[config.mk]
export PLATFORM = sky130hd
export DESIGN_NAME = pmix_conv
export DESIGN_NICKNAME = d
export VERILOG_FILES = /design/src/hw/rtl/assert_macros.svh /design/src/hw/rtl/pmix_pkg.sv /design/src/hw/rtl/pmix_conv.sv
export SDC_FILE = /design/constraint.sdc
export NUM_CORES = 2
export LEC_CHECK = 0
export BUFFER_PORTS_ARGS = -buffer_cell sky130_fd_sc_hd__buf_4
export CORE_MARGIN = 5
export CORE_UTILIZATION = 50
export CTS_CLUSTER_SIZE = 25
export DETAILED_ROUTE_END_ITERATION = 7
export HOLD_SLACK_MARGIN = 0.05
export PLACE_DENSITY = 0.64
export SYNTH_ARGS = -nofsm -noshare
export SYNTH_HDL_FRONTEND = slang
export SYNTH_SLANG_ARGS = --single-unit
[constraint.sdc]
create_clock -name clock -period 8.85 [get_ports clock]
set_input_delay 0.4425 -clock clock [delete_from_list [all_inputs] [get_ports clock]]
set_output_delay 0.4425 -clock clock [all_outputs]
set_load 0.05 [all_outputs]
[src/hw/rtl/assert_macros.svh]
// Assertion macros used by the top-level RTL file of the mix accumulator.
`ifndef ASSERT_MACROS_SVH
`define ASSERT_MACROS_SVH

// expr must never be true
`define ASSERT_NEVER(name, clk, rst, expr, msg) \
   name: assert property (@(posedge clk) disable iff (rst) !(expr)) else $error(msg);

// cons must hold in the same cycle as ante
`define ASSERT_IMPLY(name, clk, rst, ante, cons, msg) \
   name: assert property (@(posedge clk) disable iff (rst) (ante) |-> (cons)) else $error(msg);

// cons must hold in the cycle after ante
`define ASSERT_IMPLY_NEXT(name, clk, rst, ante, cons, msg) \
   name: assert property (@(posedge clk) disable iff (rst) (ante) |=> (cons)) else $error(msg);

`endif

[src/hw/rtl/pmix_pkg.sv]
// Types, constants and helper functions of the PCM mix accumulator.
package pmix_pkg;

   localparam int SAMPLE_W   = 32;
   localparam int VOL_W      = 8;
   localparam int IDX_W      = 12;
   localparam int CSR_IDX_W  = 3;
   localparam int CSR_DATA_W = 8;
   localparam int CONV_LAT   = 6;
   localparam int ROWMAP_LAT = 2;

   // floor(2^32 / 100): quotient estimate, off by at most one
   localparam logic [25:0] DIV100_RECIP = 26'd42949672;
   localparam logic [7:0]  DIVISOR      = 8'd100;
   // exact x / 100 for x below 2^15 as (x * 5243) >> 19
   localparam logic [12:0] REM_RECIP    = 13'd5243;
   localparam int          REM_SHIFT    = 19;

   localparam logic [7:0]  BYTE_MAX  = 8'hff;
   localparam logic [7:0]  BYTE_HALF = 8'h80;

   typedef enum logic [1:0] {
      OP_MIX      = 2'd0,
      OP_READ     = 2'd1,
      OP_READ_CLR = 2'd2
   } op_type;

   typedef enum logic [1:0] {
      WID_8  = 2'd0,
      WID_16 = 2'd1,
      WID_32 = 2'd2
   } wid_type;

   typedef enum logic [CSR_IDX_W-1:0] {
      CSR_SRC_WIDTH = 3'd0,
      CSR_DST_WIDTH = 3'd1,
      CSR_SRC_CH    = 3'd2,
      CSR_DST_CH    = 3'd3,
      CSR_SRC_VOL   = 3'd4
   } csr_type;

   typedef struct packed {
      logic [1:0]                 req_type;
      logic [IDX_W-1:0]           frame_index;
      logic signed [SAMPLE_W-1:0] src_left;
      logic signed [SAMPLE_W-1:0] src_right;
   } req_payload_type;

   typedef struct packed {
      logic signed [SAMPLE_W-1:0] dst_left;
      logic signed [SAMPLE_W-1:0] dst_right;
   } rsp_payload_type;

   typedef struct packed {
      logic [1:0]       src_width_code;
      logic [1:0]       dst_width_code;
      logic [VOL_W-1:0] src_volume;
   } conv_cfg_type;

   typedef struct packed {
      logic       vld;
      logic [1:0] op;
   } stage_type;

   function automatic logic [SAMPLE_W-1:0] width_mask(input logic [1:0] code);
      logic [SAMPLE_W-1:0] m;
      case (code)
         WID_8:   m = 32'h0000_00ff;
         WID_16:  m = 32'h0000_ffff;
         default: m = 32'hffff_ffff;
      endcase
      return m;
   endfunction

   function automatic logic [SAMPLE_W-1:0] sext_sample(input logic [SAMPLE_W-1:0] v,
                                                       input logic [1:0] code);
      logic [SAMPLE_W-1:0] r;
      case (code)
         WID_8:   r = {{24{v[7]}}, v[7:0]};
         WID_16:  r = {{16{v[15]}}, v[15:0]};
         default: r = v;
      endcase
      return r;
   endfunction

endpackage

[src/hw/rtl/pmix_conv.sv]
// Sample conversion lane: sign extend, volume scale with divide by 100, width change.
module pmix_conv (
   input  logic                           clock,
   input  logic                           en,
   input  pmix_pkg::conv_cfg_type         cfg,
   input  logic [pmix_pkg::SAMPLE_W-1:0]  sample_in,
   output logic [pmix_pkg::SAMPLE_W-1:0]  sample_out
);

   // stage 1: magnitude and sign
   logic [31:0] sx;
   logic [31:0] mag1_in;
   logic [31:0] mag1_ff;
   logic        neg1_ff;

   // stage 2: quotient estimate
   logic [57:0] prod2;
   logic [25:0] qest2_ff;
   logic [31:0] mag2_ff;
   logic        neg2_ff;

   // stage 3: quotient and remainder by 100
   logic [31:0] qx100;
   logic [31:0] rem_raw;
   logic [25:0] q3_in;
   logic [6:0]  r3_in;
   logic [25:0] q3_ff;
   logic [6:0]  r3_ff;
   logic        neg3_ff;

   // stage 4: scale by volume
   logic [33:0] qv4_ff;
   logic [14:0] rv4_ff;
   logic        neg4_ff;

   // stage 5: remainder part and sum
   logic [27:0] rprod5;
   logic [33:0] mag5_in;
   logic [33:0] mag5_ff;
   logic        neg5_ff;

   // stage 6: sign and width change
   logic [31:0] s6;
   logic [15:0] sixteen;
   logic [7:0]  hi;
   logic [31:0] out6_in;
   logic [31:0] out6_ff;

   assign sx      = pmix_pkg::sext_sample(sample_in, cfg.src_width_code);
   assign mag1_in = sx[31] ? (~sx + 32'd1) : sx;

   assign prod2 = 58'(mag1_ff) * 58'(pmix_pkg::DIV100_RECIP);

   assign qx100   = ({6'd0, qest2_ff} << 6) + ({6'd0, qest2_ff} << 5) + ({6'd0, qest2_ff} << 2);
   assign rem_raw = mag2_ff - qx100;

   always_comb begin
      if (rem_raw[7:0] >= pmix_pkg::DIVISOR) begin
         q3_in = qest2_ff + 26'd1;
         r3_in = 7'(rem_raw[7:0] - pmix_pkg::DIVISOR);
      end else begin
         q3_in = qest2_ff;
         r3_in = rem_raw[6:0];
      end
   end

   assign rprod5  = 28'(rv4_ff) * 28'(pmix_pkg::REM_RECIP);
   assign mag5_in = qv4_ff + 34'(rprod5[27:pmix_pkg::REM_SHIFT]);

   assign s6      = neg5_ff ? (~mag5_ff[31:0] + 32'd1) : mag5_ff[31:0];
   assign sixteen = s6[15:0];

   always_comb begin
      hi      = sixteen[15:8];
      out6_in = s6;
      if ((cfg.src_width_code == pmix_pkg::WID_16) && (cfg.dst_width_code == pmix_pkg::WID_8)) begin
         if ((hi != pmix_pkg::BYTE_MAX) && (sixteen[7:0] > pmix_pkg::BYTE_HALF)) begin
            hi = hi + 8'd1;
         end
         out6_in = {24'd0, hi};
      end else if ((cfg.src_width_code == pmix_pkg::WID_8) &&
                   (cfg.dst_width_code == pmix_pkg::WID_16)) begin
         out6_in = s6[7] ? {16'd0, pmix_pkg::BYTE_MAX, s6[7:0]} : {24'd0, s6[7:0]};
      end
   end

   always_ff @(posedge clock) begin
      if (en) begin
         mag1_ff  <= mag1_in;
         neg1_ff  <= sx[31];
         qest2_ff <= prod2[57:32];
         mag2_ff  <= mag1_ff;
         neg2_ff  <= neg1_ff;
         q3_ff    <= q3_in;
         r3_ff    <= r3_in;
         neg3_ff  <= neg2_ff;
         qv4_ff   <= 34'(q3_ff) * 34'(cfg.src_volume);
         rv4_ff   <= 15'(r3_ff) * 15'(cfg.src_volume);
         neg4_ff  <= neg3_ff;
         mag5_ff  <= mag5_in;
         neg5_ff  <= neg4_ff;
         out6_ff  <= out6_in;
      end
   end

   assign sample_out = out6_ff;

endmodule

==> run metrics <==
crit end category=flop; ant diodes=0; initial antenna violation count=1; Clock Pin Slew Worst Setup and Hold Paths=~0.060 ns; top_reg_cell synth=edfxtp_1; layout cell share with drive strength beyond 1=4.52%; Crit Path Max Fanout=6; Worst Clk Skew=between 0.03 and 0.04 ns; highest-count cells in the layout ignoring fill and taps=inv_1, ha_1, fa_1; Final nets=4461; Cell Rows=95; Post-synth EDFFs=215; CTS Buf Count=27; post-layout min period=roughly 7.6 ns; Max-slew headroom=33.4%; detailed-route via count=between 20000 and 25000; met3 routed wirelength=2.98 mm; initial DRC count=between 900 and 1000; Mean Syn Cell Area=10.3 um2; Yosys Warn Count=0; maximum clock path buffer count=3; outcome=completed; Max Freq=132 MHz; DIE AREA=73400 um2; final worst-path cycle share=85.7%; synth-to-layout area growth=7.33%; Detail Placement HPWL=~60 mm; post-route setup TNS=0 ns; Vias/cell=5.21; startpoint types=flop; met2 wire len=35.6 mm; ys async rst share=0%; Die Wd=271 um; clk root buf=clkbuf_16; Filler cells=roughly 6100; drt wl/cell=17.0 um; synthesized flop and latch total=approximately 220; Slew Limit Fails=0; Distinct cells, synth=67; Post-route DRC=0; measured slew at the worst slew-check pin=approximately 1 ns; Met1 Wirelength=31.8 mm; number of post-CTS setup repair buffers=0; I/O pin count=78; first drt pass iteration count=5; Worst EP arrival=just under 8 ns; Seq/Total Area, Yosys=19.0%; CTS H-Tree Depth=1; critical path's slowest cell=a2111oi_0; number of I/O port buffers=77; Buffers & Inverters on Critical Path=3; RePlAce Congestion=about 0.87; Syn Inst Count=3303; CP required=roughly 9.2 ns; most common cell after layout, fill and taps aside=inv_1; Clock Sinks=215; Max Used Layer=met4; initial core utilization=50.5%; crit path kind=reg -> reg; Chip Height=271 um; largest net degree at the start of global routing=84; HP Class=in -> reg; vias in the first global route=24100; clk_lat worst skew=0.59 ns; core footprint=67400 um2; RSZ-0062 raised after global routing=no; CTS tree=done; GRT Residual Overflow=0; MaxCap Viol Count=0; Antenna Violating Nets Remaining=0; Post-Syn Area=34000 um2; cell family with most CP delay=compound AO/OA/AOI/OAI gates; first-pass GRT wire length=around 120 mm; Final Hold Viols=0; Synth Net Count=4398; setup violators final=0; final wirelength=72.3 mm; Worst path max stage delay=0.61 ns; GRT Total Usage=between 20% and 30%
## layer usage
layer | up-vias | global-route usage (%)
li1 | 10800 | -
met1 | 11000 | 27.0
met2 | 377 | 35.8
met3 | 90 | 2.65
met4 | 0 | 4.81
met5 | - | 0
## cell type report
cell class / count / area [um2] / share of cell area [%]
clock buffers: 31 / 691 / 1.89
clock inverters: 19 / 246 / 0.675
inverters: 742 / 2790 / 7.62
multi-input cells: 2295 / 24600 / 67.4
flip-flops and latches: 215 / 6460 / 17.7
well taps: 873 / 1090 / 2.99
repair buffers: 85 / 648 / 1.77
## state kept, by name, indices dropped and copies added, names as in the netlist, 7 cells and up
name / count
qest2_ff: 26
qv4_ff: 32
mag2_ff: 8
r3_ff: 7
mag1_ff: 32
sample_out: 32
rv4_ff: 15
q3_ff: 26
mag5_ff: 32
## path summary, 6_finish.rpt
kind | start | endpoint | slack [ns] | cells after the start
setup reg to reg | rv4_ff[4] | mag5_ff[26] | 1.27 | 27
setup / recovery | rv4_ff[4] | mag5_ff[26] | 1.27 | 27
hold reg to reg | neg3_ff | neg4_ff | 0.42 | 0
hold / removal | sample_in[30] | mag1_ff[31] | 0.19 | 2
## cells in the mapped netlist (17+ instances only)
| cell | count | area, um2 |
|---|---|---|
| o21ai_0 | 87 | 435 |
| clkbuf_1 | 47 | 176 |
| xor2_1 | 85 | 744 |
| nor2_1 | 112 | 420 |
| a21o_1 | 35 | 263 |
| nand2_1 | 230 | 863 |
| nor3_1 | 29 | 145 |
| nand4_1 | 24 | 150 |
| ha_1 | 527 | 6590 |
| fa_1 | 522 | 10500 |
| edfxtp_1 | 215 | 6460 |
| and2_1 | 150 | 938 |
| a21oi_1 | 96 | 480 |
| inv_1 | 742 | 2790 |
| nand3_1 | 48 | 240 |
| xnor2_1 | 122 | 1070 |
| and3_1 | 17 | 106 |
| o21bai_1 | 17 | 128 |
## metrics by stage
step,hold slack (ns),instance area [um2],std cells,worst slack [ns],util (%)
3_5_place_dp,0.405,35600,4209,1.25,52.8
6_report,0.186,36500,4260,1.27,54.2
4_1_cts,0.154,36500,4260,1.21,54.2
2_1_floorplan,0.400,34000,3303,2.24,-
5_1_grt,0.174,36500,4260,0.646,54.2
3_3_place_gp,0.405,35600,4209,1.32,52.8
## kinds of logic (layout without fill, tap and decap cells)
family                   after synthesis  in the layout  synth area share [%]
AO/OA/AOI/OAI                        345            345                  6.55
flip-flops                           215            215                  19.0
adder cells (fa/ha/maj)             1049           1049                  50.1
buffers and inverters                793            877                  8.76
XOR/XNOR                             207            207                  5.33
multiplexers                           8              8                 0.239
AND/OR/NAND/NOR                      686            686                  10.1
## timing repair
item | CTS | global route
gates resized for setup | 0 | 0
hold endpoints to repair | 1 | 0
hold buffers | 1 | 0
Power is not shown: default switching activity piles up to over one toggle a cycle in this logic, so the estimate is an artifact.
