--- config.mk ---
export PLATFORM = sky130hd
export DESIGN_NAME = pmix_rowmap
export DESIGN_NICKNAME = d
export VERILOG_FILES = /design/src/hw/rtl/assert_macros.svh /design/src/hw/rtl/pmix_pkg.sv /design/src/hw/rtl/pmix_rowmap.sv
export SDC_FILE = /design/constraint.sdc
export NUM_CORES = 1
export LEC_CHECK = 0
export BUFFER_PORTS_ARGS = -buffer_cell sky130_fd_sc_hd__buf_2
export CAP_MARGIN = 40
export CORE_AREA = 5 5 48 50
export CTS_CLUSTER_SIZE = 10
export DETAILED_ROUTE_END_ITERATION = 10
export DIE_AREA = 0 0 53 55
export GPL_TIMING_DRIVEN = 0
export PLACE_DENSITY = 0.69
export SETUP_SLACK_MARGIN = 0.2
export SYNTH_ARGS = -nofsm -noshare
export SYNTH_HDL_FRONTEND = slang
export SYNTH_SLANG_ARGS = --single-unit
--- constraint.sdc ---
create_clock -name clock -period 0.8 [get_ports clock]
set_clock_uncertainty 0.2 [all_clocks]
set_input_delay 0 -clock clock [delete_from_list [all_inputs] [get_ports clock]]
set_output_delay 0 -clock clock [all_outputs]
set_load 0.01 [all_outputs]
--- src/hw/rtl/assert_macros.svh ---
// Assertion macros used by the top-level RTL file of the mix accumulator.
`ifndef ASSERT_MACROS_SVH
`define ASSERT_MACROS_SVH

// expr must never be true
`define ASSERT_NEVER(name, clk, rst, expr, msg) \
   name: assert property (@(posedge clk) disable iff (rst) !(expr)) else $error(msg);

// cons must hold in the same cycle as ante
`define ASSERT_IMPLY(name, clk, rst, ante, cons, msg) \
   name: assert property (@(posedge clk) disable iff (rst) (ante) |-> (cons)) else $error(msg);

// cons must hold in the cycle after ante
`define ASSERT_IMPLY_NEXT(name, clk, rst, ante, cons, msg) \
   name: assert property (@(posedge clk) disable iff (rst) (ante) |=> (cons)) else $error(msg);

`endif

--- src/hw/rtl/pmix_pkg.sv ---
// Types, constants and helper functions of the PCM mix accumulator.
package pmix_pkg;

   localparam int SAMPLE_W   = 32;
   localparam int VOL_W      = 8;
   localparam int IDX_W      = 12;
   localparam int CSR_IDX_W  = 3;
   localparam int CSR_DATA_W = 8;
   localparam int CONV_LAT   = 6;
   localparam int ROWMAP_LAT = 2;

   // floor(2^32 / 100): quotient estimate, off by at most one
   localparam logic [25:0] DIV100_RECIP = 26'd42949672;
   localparam logic [7:0]  DIVISOR      = 8'd100;
   // exact x / 100 for x below 2^15 as (x * 5243) >> 19
   localparam logic [12:0] REM_RECIP    = 13'd5243;
   localparam int          REM_SHIFT    = 19;

   localparam logic [7:0]  BYTE_MAX  = 8'hff;
   localparam logic [7:0]  BYTE_HALF = 8'h80;

   typedef enum logic [1:0] {
      OP_MIX      = 2'd0,
      OP_READ     = 2'd1,
      OP_READ_CLR = 2'd2
   } op_type;

   typedef enum logic [1:0] {
      WID_8  = 2'd0,
      WID_16 = 2'd1,
      WID_32 = 2'd2
   } wid_type;

   typedef enum logic [CSR_IDX_W-1:0] {
      CSR_SRC_WIDTH = 3'd0,
      CSR_DST_WIDTH = 3'd1,
      CSR_SRC_CH    = 3'd2,
      CSR_DST_CH    = 3'd3,
      CSR_SRC_VOL   = 3'd4
   } csr_type;

   typedef struct packed {
      logic [1:0]                 req_type;
      logic [IDX_W-1:0]           frame_index;
      logic signed [SAMPLE_W-1:0] src_left;
      logic signed [SAMPLE_W-1:0] src_right;
   } req_payload_type;

   typedef struct packed {
      logic signed [SAMPLE_W-1:0] dst_left;
      logic signed [SAMPLE_W-1:0] dst_right;
   } rsp_payload_type;

   typedef struct packed {
      logic [1:0]       src_width_code;
      logic [1:0]       dst_width_code;
      logic [VOL_W-1:0] src_volume;
   } conv_cfg_type;

   typedef struct packed {
      logic       vld;
      logic [1:0] op;
   } stage_type;

   function automatic logic [SAMPLE_W-1:0] width_mask(input logic [1:0] code);
      logic [SAMPLE_W-1:0] m;
      case (code)
         WID_8:   m = 32'h0000_00ff;
         WID_16:  m = 32'h0000_ffff;
         default: m = 32'hffff_ffff;
      endcase
      return m;
   endfunction

   function automatic logic [SAMPLE_W-1:0] sext_sample(input logic [SAMPLE_W-1:0] v,
                                                       input logic [1:0] code);
      logic [SAMPLE_W-1:0] r;
      case (code)
         WID_8:   r = {{24{v[7]}}, v[7:0]};
         WID_16:  r = {{16{v[15]}}, v[15:0]};
         default: r = v;
      endcase
      return r;
   endfunction

endpackage

--- src/hw/rtl/pmix_rowmap.sv ---
// Frame index to store row: index modulo FRAMES by reciprocal estimate and one correction.
module pmix_rowmap #(
   parameter int FRAMES = 4096,
   parameter int ROW_W  = 12
) (
   input  logic                        clock,
   input  logic                        en,
   input  logic [pmix_pkg::IDX_W-1:0]  idx,
   output logic [ROW_W-1:0]            row
);

   localparam int          RECIP_SHIFT = 24;
   localparam logic [24:0] ROW_RECIP   = 25'((1 << RECIP_SHIFT) / FRAMES);
   localparam logic [16:0] FRAMES_C    = 17'(FRAMES);

   logic [36:0] prod1;
   logic [11:0] qest1_ff;
   logic [11:0] idx1_ff;
   logic [28:0] fprod2;
   logic [28:0] rem2;
   logic [28:0] row2_in;
   logic [ROW_W-1:0] row2_ff;

   assign prod1   = 37'(idx) * 37'(ROW_RECIP);
   assign fprod2  = 29'(qest1_ff) * 29'(FRAMES_C);
   assign rem2    = 29'(idx1_ff) - fprod2;
   assign row2_in = (rem2 >= 29'(FRAMES_C)) ? (rem2 - 29'(FRAMES_C)) : rem2;

   always_ff @(posedge clock) begin
      if (en) begin
         qest1_ff <= prod1[35:24];
         idx1_ff  <= idx;
         row2_ff  <= row2_in[ROW_W-1:0];
      end
   end

   assign row = row2_ff;

endmodule

==> results of run 1 <==
[stage by stage]
step | TNS (ns) | cell area (um2)
after CTS | -3.15 | 908
after global routing | -3.65 | 908
after detailed placement | -5.04 | 880
after global placement | -4.50 | 880
final | -2.82 | 908
after floorplan | 0 | 721
[power by group through the flow]
| stage | sequential [mW] | combinational, mW | clock (mW) |
|---|---|---|---|
| after floorplan | 1.56 | 0 | 0 |
| after global placement | 1.53 | 0.111 | 0 |
| after detailed placement | 1.54 | 0.113 | 0 |
| after CTS | 1.51 | 0.114 | 0.530 |
| after global routing | 1.52 | 0.122 | 0.581 |
| final | 1.51 | 0.112 | 0.496 |
[repair_timing]
action / CTS / global route
endpoints found under the setup margin: 48 / 24
pin swaps: 0 / 0
endpoints found under the hold margin: 36 / 36
resized for setup: 1 / 0
[layout make-up]
cell class	count	area (um2)	share of cell area, %
sequential	24	721	79.3
clock inverter	1	3.75	0.413
clock buffer	3	22.5	2.48
timing repair buffer	25	128	14.0
tap	27	33.8	3.72
[logic make-up after synthesis]
| logic type | count (synthesis) |
|---|---|
| flops | 24 |
[state kept, by name (all words and copies together) (netlist names)]
| signal | flops |
|---|---|
| idx1_ff | 12 |
| row | 12 |
[layer usage]
metal  wire [um]  vias to the layer above  global-route usage, %
met1         318                      146                   7.13
met2         517                       15                   12.6
met4           0                        0                   5.11
met3          85                        0                   1.61
met5           0                        -                      0
li1            -                      154                      -
[placed cells by master (no fill, tap or decap)]
master and n:
edfxtp_1 24, buf_2 24, clkbuf_4 3, clkinv_1 1, buf_4 1
[how the worst min path moves through the flow]
| stage | from | to | slack [ns] |
|---|---|---|---|
| 6_report | idx[9] | idx1_ff[9] | -0.33 |
| 5_1_grt | idx[8] | idx1_ff[8] | -0.36 |
| 4_1_cts | idx[9] | idx1_ff[9] | -0.35 |
| 3_5_place_dp | idx[9] | idx1_ff[9] | -0.02 |
| 3_3_place_gp | idx[2] | idx1_ff[2] | -0.02 |
| 2_1_floorplan | idx[0] | idx1_ff[0] | -0.10 |
==> metrics.txt, run 1 <==
status=finished, violations left; R2R Setup Slk=-0.04 ns; Buf/Inv on CP=1; Max Cap Violations=0; Vias=315; Max IR drop VDD=0.00104 V; H-tree levels=1; Post-DRT Antenna Nets=0; clock-pin slew on the worst setup and hold paths=0.12 ns; clock root cell=clkbuf_4; post-synth top area cell=edfxtp_1; commonest cells in the netlist=24 x edfxtp_1; num ports=26; Avg WL per Cell=11.5 um; Post-Place Cells=76; Clock Path Buffers=2; DRC Markers=0; power density over cell area=2330 nW/um2; #MultiIn Comb=0; Cell variety after synth=1; Lkg Pwr=0.349 nW; Vias per Instance=3.94; measured slew at the worst slew-check pin=0.285 ns; initial DRC count=2; Hold Violations, Final=36; worst path required time=0.60 ns; total CTS buffers=3; Post-synth EDFFs=24; combinational power share=5.3%; initial antenna violation count=0; vias in the first global route=328; post-synthesis xor/xnor area fraction=0%; Antenna diodes=0; fmax=962 MHz; origin of the critical flop-to-flop path=idx1_ff[0]; cell-internal power=1.72 mW; worst reg2reg path endpoint=row[0]; Arr. time, crit path=0.84 ns; Crit path largest cell delay=0.39 ns; Die Ht=55 um; share of layout cells above drive strength 1=52.8%; Tot GR Track Use=7.00%; Avg Inst Size Synth=30.0 um2; Hold Path Depth=1; Worst Setup EP=row[9]; power share of the clock group=23.4%; fill count=160; GRT overflow=0; Crit path depth=1; Multi-input gate area=0 um2; Seq/Total Area, Yosys=100%; final worst path period need=1.04 ns; Final Non-Filler Cells=80; Synth Area in Compound Gates=0%; adder-cell share of the synthesized area=0%; Worst Hold Margin=-0.333 ns; largest net degree at the start of global routing=25; die width=53 um; async set-or-reset flop fraction in the synthesized netlist=0%; top-count cell post-synth=edfxtp_1; Synth Area in Simple Gates=0%; clock sink count=24; Skew-Pair Late Insertion Delay=0.30 ns; final setup fails=24; pre-CTS setup slack=-0.207 ns; RSZ-0062 raised after global routing=true; CP top delay family=flip-flops; CP endpoint kind=output pin; CP max-delay cell=edfxtp_1; Setup crit start=row[9]; top_reg_cell synth=edfxtp_1; first-pass GRT wire length=1380 um; die area=2920 um2; max-slew violations=0; Final WS setup=-0.240 ns; post-layout power=2.12 mW; crit-path max FO=1; WS Path Type=flop to output pin; post-synth top area share=100%; router iterations before antenna repair=4; NetSw=397 uW; Worst Hold Class=input pin to flop; Switching Share=18.8%; failing checks=hold timing, setup timing; YS warnings=0; share of power burned in registers=71.3%; R2R cell count=0; Seq cells post-synth=24; core area=1860 um2; Layout area overhead=26.0%; multiplexer share of the synthesized area=0%; post-CTS setup buffers=0; Syn Std Cell Area=721 um2; Synth area leaders=edfxtp_1 100%; # nets final=68; critical path launch point type=flop; fin util=48.8%; IO Port Bufs=25; Synth Instances=24; cell chain of the critical path=buf_2; Initial Util=38.7%; worst rel slew slack=81.0%; GPL Wtd Cong=0.641; Syn Nets=38; crit share post-route=130%; Total Routed Length=921 um; TritonCTS clock tree=yes; row cnt=16
No activity file was read; power rests on OpenSTA's default activity.
==> inputs of run 2 (changes only) <==
--- a/config.mk
+++ b/config.mk
@@ -8,6 +8,7 @@
 export BUFFER_PORTS_ARGS = -buffer_cell sky130_fd_sc_hd__buf_2
 export CAP_MARGIN = 40
 export CORE_AREA = 5 5 48 50
+export CTS_BUF_LIST = sky130_fd_sc_hd__clkbuf_16
 export CTS_CLUSTER_SIZE = 10
 export DETAILED_ROUTE_END_ITERATION = 10
 export DIE_AREA = 0 0 53 55
==> run 2 against run 1 <==
- the run still ends with hold timing, setup timing left
- register-to-register slack about the same
- hold slack better by 0.054 ns
- clock power up 110%
- power up 25%
- count of clock-buffer cells in the layout unchanged
- first-iteration DRC count rose to 3.0 times the previous value
- sequential power about the same
- non-clock buffer count unchanged
- flip-flop and latch count unchanged
- sequential share of layout area down 4.3 points
- final cell count unchanged
- critical endpoint is now row[3]
==> metrics.txt, run 2 (same netlist as run 1, synthesis figures left out) <==
status=finished, violations left (unchanged); failing checks=hold timing, setup timing (unchanged); RSZ-0062 raised after global routing=true (unchanged); final worst path period need=0.967 ns (was 1.04 ns); fill count=149 (was 160); cell-internal power=2.21 mW (was 1.72 mW); sequential cell area=721 um2 (unchanged); crit share post-route=121% (was 130%); Clock Path Buffers=2 (unchanged); # nets final=68 (unchanged); GRT overflow=0 (unchanged); core area=1860 um2 (unchanged); IO Port Bufs=25 (unchanged); DRC Markers=0 (unchanged); Post-DRT Antenna Nets=0 (unchanged); final setup fails=23 (was 24); router iterations before antenna repair=4 (unchanged); Crit path largest cell delay=0.37 ns (was 0.39 ns); Arr. time, crit path=0.77 ns (was 0.84 ns); CP top delay family=flip-flops (unchanged); power density over cell area=2760 nW/um2 (was 2330 nW/um2); measured slew at the worst slew-check pin=0.291 ns (was 0.285 ns); largest net degree at the start of global routing=25 (unchanged); cell chain of the critical path=buf_2 (unchanged); TritonCTS clock tree=yes (unchanged); Layout area overhead=33.3% (was 26.0%); die width=53 um (unchanged); initial antenna violation count=0 (unchanged); setup TNS=-1.90 ns (was -2.82 ns); Max Cap Violations=0 (unchanged); fmax=1030 MHz (was 962 MHz); Post-Place Cells=76 (unchanged); Max IR drop VDD=0.00158 V (was 0.00104 V); Hold Violations, Final=36 (unchanged); clock root cell=clkbuf_16 (was clkbuf_4); GPL Wtd Cong=0.641 (unchanged); share of layout cells above drive strength 1=52.8% (unchanged); power share of the clock group=38.9% (was 23.4%); row cnt=16 (unchanged); Vias per Instance=4.04 (was 3.94); total CTS buffers=3 (unchanged); Avg WL per Cell=11.4 um (was 11.5 um); Worst Hold Margin=-0.279 ns (was -0.333 ns); combinational power share=4.2% (was 5.3%); Final Non-Filler Cells=80 (unchanged); #MultiIn Comb=0 (unchanged); Die Ht=55 um (unchanged); clock sink count=24 (unchanged); Worst Hold Class=input pin to flop (unchanged); most frequent cells in the layout=24 x edfxtp_1, 24 x buf_2, 3 x clkbuf_16, 1 x clkinv_1, 1 x buf_4 (was 24 x edfxtp_1, 24 x buf_2, 3 x clkbuf_4, 1 x clkinv_1, 1 x buf_4); clock-pin slew on the worst setup and hold paths=0.06 ns (was 0.12 ns); worst rel slew slack=80.6% (was 81.0%); CP endpoint kind=output pin (unchanged); WS Path Type=flop to output pin (unchanged); max-slew violations=0 (unchanged); H-tree levels=1 (unchanged); Skew-Pair Late Insertion Delay=0.25 ns (was 0.30 ns); num ports=26 (unchanged); die area=2920 um2 (unchanged); Buf/Inv on CP=1 (unchanged); fin util=51.6% (was 48.8%); design area=961 um2 (was 908 um2); critical path launch point type=flop (unchanged); share of power burned in registers=56.9% (was 71.3%); vias in the first global route=320 (was 328); Antenna diodes=0 (unchanged); post-CTS setup buffers=0 (unchanged); NetSw=449 uW (was 397 uW); worst path required time=0.60 ns (about the same); crit-path max FO=1 (unchanged); Switching Share=16.9% (was 18.8%); Final WS setup=-0.167 ns (was -0.240 ns); Lkg Pwr=0.373 nW (was 0.349 nW); Tot GR Track Use=7.23% (was 7.00%); placed inst area=880 um2 (unchanged); CP max-delay cell=edfxtp_1 (unchanged); Vias=323 (was 315); Total Routed Length=910 um (was 921 um); Multi-input gate area=0 um2 (unchanged); initial DRC count=6 (was 2); first-pass GRT wire length=1390 um (was 1380 um); Initial Util=38.7% (unchanged)
## run 2: cell type report
cell class	instances	share of cell area, %
well taps	27	3.52
clock inverters	1	0.391
repair buffers	25	13.3
clock buffers	3	7.81
flip-flops and latches	24	75.0
## run 2: path summary, 6_finish.rpt
check        cells past startpoint        start         end  slack, ns
min reg2reg                      0  idx1_ff[10]     row[10]       0.22
min                              1       idx[9]  idx1_ff[9]      -0.28
max reg2reg                      0   idx1_ff[0]      row[0]      -0.03
max                              1       row[3]      row[3]      -0.17
## run 2: metal layers
layer | part of all wire (%) | global-route usage (%) | vias to the layer above
met5 | 0 | 0 | -
met4 | 1.9 | 6.38 | 0
met3 | 9.6 | 2.41 | 2
met2 | 53 | 11.4 | 17
met1 | 36 | 7.83 | 149
li1 | - | - | 155
## run 2: what timing repair did
action | 4_1_cts | 5_1_grt
cloned | 0 | 0
setup endpoints to repair | 48 | 24
gates resized for setup | 1 | 0
endpoints found under the hold margin | 36 | 36
## run 2: power by group through the flow
stage / Combinational, mW / Sequential, mW / Clock (mW)
final: 0.112 / 1.51 / 1.03
after global routing: 0.122 / 1.52 / 1.12
after CTS: 0.114 / 1.51 / 1.06
after detailed placement: 0.113 / 1.54 / 0
after global placement: 0.111 / 1.53 / 0
after floorplan: 0 / 1.56 / 0
## run 2: stage by stage
stage	power [mW]	hold slack, ns	setup slack [ns]
after global routing	2.76	-0.284	-0.199
after floorplan	1.56	-0.101	0.0112
after detailed placement	1.65	-0.0219	-0.207
after global placement	1.64	-0.0238	-0.188
final	2.66	-0.279	-0.167
after CTS	2.69	-0.281	-0.175
==> inputs of run 3 (changes only) <==
--- a/config.mk
+++ b/config.mk
@@ -7,13 +7,15 @@
 export LEC_CHECK = 0
 export BUFFER_PORTS_ARGS = -buffer_cell sky130_fd_sc_hd__buf_2
 export CAP_MARGIN = 40
-export CORE_AREA = 5 5 48 50
+export CELL_PAD_IN_SITES_DETAIL_PLACEMENT = 1
+export CELL_PAD_IN_SITES_GLOBAL_PLACEMENT = 2
+export CORE_AREA = 2 2 53 55
 export CTS_BUF_LIST = sky130_fd_sc_hd__clkbuf_16
 export CTS_CLUSTER_SIZE = 10
 export DETAILED_ROUTE_END_ITERATION = 10
-export DIE_AREA = 0 0 53 55
+export DIE_AREA = 0 0 55 57
 export GPL_TIMING_DRIVEN = 0
-export PLACE_DENSITY = 0.69
+export PLACE_DENSITY_LB_ADDON = 0.1
 export SETUP_SLACK_MARGIN = 0.2
 export SYNTH_ARGS = -nofsm -noshare
 export SYNTH_HDL_FRONTEND = slang
==> constraint.sdc (replaced) <==
create_clock -name clock -period 0.8 [get_ports clock]
set_clock_uncertainty 0.2 [all_clocks]
set_input_delay 0.16 -clock clock [delete_from_list [all_inputs] [get_ports clock]]
set_output_delay 0.16 -clock clock [all_outputs]
set_load 0.01 [all_outputs]
==> run 3 against run 2 <==
- the flow still finishes with violations (hold timing, setup timing)
- wire length increased by 6.7%
- final cell count increased by 5.0%
- hold slack improved by 0.16 ns
- die area increased by 7.5%
- flip-flop and latch count unchanged
- count of clock-buffer cells in the layout unchanged
- global-route usage decreased by 0.21 points
- largest cell class unchanged
- combinational power increased by 4%
- sequential power about the same
- critical endpoint is now row[2]
- register-to-register slack about the same
==> metrics.txt, run 3 (same netlist as run 1, synthesis figures left out) <==
status=finished, violations left (unchanged); failing checks=hold timing, setup timing (unchanged); Final WS setup=-0.322 ns (was -0.167 ns); critical path launch point type=flop (unchanged); H-tree levels=1 (unchanged); CP top delay family=flip-flops (unchanged); IO Port Bufs=25 (unchanged); Multi-input gate area=0 um2 (unchanged); GPL Wtd Cong=0.603 (was 0.641); fmax=891 MHz (was 1030 MHz); hold_sp=idx[0] (was idx[9]); Tot GR Track Use=7.02% (was 7.23%); most frequent cells in the layout=24 x edfxtp_1, 24 x buf_2, 3 x clkbuf_16, 1 x clkinv_1, 1 x buf_8 (was 24 x edfxtp_1, 24 x buf_2, 3 x clkbuf_16, 1 x clkinv_1, 1 x buf_4); Worst Hold Class=input pin to flop (unchanged); crit share post-route=140% (was 121%); clock sink count=24 (unchanged); Initial Util=27.6% (was 38.7%); Max Cap Violations=0 (unchanged); Hold Path Depth=1 (unchanged); vias in the first global route=353 (was 320); Final Non-Filler Cells=84 (was 80); origin of the critical flop-to-flop path=idx1_ff[6] (was idx1_ff[0]); Lkg Pwr=0.375 nW (was 0.373 nW); worst rel slew slack=88.4% (was 80.6%); CP max-delay cell=edfxtp_1 (unchanged); Vias per Instance=3.95 (was 4.04); # nets final=68 (unchanged); row cnt=19 (was 16); largest net degree at the start of global routing=25 (unchanged); WHS Endpoint=idx1_ff[0] (was idx1_ff[9]); Layout area overhead=35.1% (was 33.3%); clock root cell=clkbuf_16 (unchanged); Avg WL per Cell=11.6 um (was 11.4 um); RSZ-0062 raised after global routing=true (unchanged); clock-pin slew on the worst setup and hold paths=0.06 ns (about the same); num ports=26 (unchanged); Clock Path Buffers=2 (unchanged); final worst path period need=1.12 ns (was 0.967 ns); total CTS buffers=3 (unchanged); crit-path max FO=1 (unchanged); Post-DRT Antenna Nets=0 (unchanged); initial antenna violation count=0 (unchanged); pre-CTS setup slack=-0.382 ns (was -0.207 ns); router iterations before antenna repair=2 (was 4); TritonCTS clock tree=yes (unchanged); Skew-Pair Late Insertion Delay=0.25 ns (about the same); initial DRC count=2 (was 6); Post-Place Cells=80 (was 76); Total Routed Length=971 um (was 910 um); worst reg2reg path endpoint=row[6] (was row[0]); #MultiIn Comb=0 (unchanged); measured slew at the worst slew-check pin=0.174 ns (was 0.291 ns); Antenna diodes=0 (unchanged); Max IR drop VDD=0.00138 V (was 0.00158 V); Worst Hold Margin=-0.119 ns (was -0.279 ns); R2R Setup Slk=-0.02 ns (was -0.03 ns); Vias=332 (was 323); CP endpoint kind=output pin (unchanged); first-pass GRT wire length=1460 um (was 1390 um); final setup fails=24 (was 23); placed inst area=885 um2 (was 880 um2); die width=55 um (was 53 um); Die Ht=57 um (was 55 um); share of layout cells above drive strength 1=52.8% (unchanged); design area=973 um2 (was 961 um2); Buf/Inv on CP=1 (unchanged); GRT overflow=0 (unchanged); WS Path Type=flop to output pin (unchanged); fill count=274 (was 149); cell chain of the critical path=buf_2 (unchanged); power density over cell area=2740 nW/um2 (was 2760 nW/um2); Arr. time, crit path=0.76 ns (was 0.77 ns); die area=3140 um2 (was 2920 um2); R2R cell count=0 (unchanged); Crit path largest cell delay=0.36 ns (was 0.37 ns); DRC Markers=0 (unchanged); core area=2620 um2 (was 1860 um2); Hold Violations, Final=12 (was 36); Crit path depth=1 (unchanged); worst path required time=0.44 ns (was 0.60 ns); post-CTS setup buffers=0 (unchanged); max-slew violations=0 (unchanged)
run 3: cell counts in the layout (fill, tap and decap cells not counted):
Identical to the previous run, type by type.
run 3: through the flow:
stage	TNS, ns	util (%)	power (mW)
5_1_grt	-4.40	37.2	2.78
6_report	-3.80	37.2	2.66
3_5_place_dp	-9.78	33.8	1.65
2_1_floorplan	0	-	1.56
3_3_place_gp	-8.23	33.8	1.65
4_1_cts	-4.02	37.2	2.72
run 3: routing by layer:
layer	GRT usage (%)	share of wire, %
met1	5.27	31
met2	13.3	61
met3	2.36	7.1
met4	5.23	0.51
met5	0	0
run 3: final cells by class:
| cell class | instances | area [um2] | area share (%) |
|---|---|---|---|
| timing repair buffer | 25 | 135 | 13.9 |
| tap | 31 | 38.8 | 3.98 |
| sequential | 24 | 721 | 74.0 |
| clock buffer | 3 | 75.1 | 7.71 |
| clock inverter | 1 | 3.75 | 0.386 |
run 3: worst max path at each step:
stage | startpoint | endpoint | slack [ns]
after global routing | row[3] | row[3] | -0.36
after CTS | row[3] | row[3] | -0.33
after floorplan | idx1_ff[0] | row[0] | 0.01
after global placement | en | row[1] | -0.32
after detailed placement | en | row[4] | -0.38
final | row[2] | row[2] | -0.32
run 3: where the power goes:
group          internal, mW  switching [mW]
Combinational        0.0530          0.0629
Clock                 0.666           0.373
Sequential             1.49          0.0191
Total                  2.21           0.455
run 3: timing repair:
action | in CTS | in global routing
endpoints found under the setup margin | 48 | 24
resized for setup | 3 | 0
hold endpoints to repair | 12 | 12
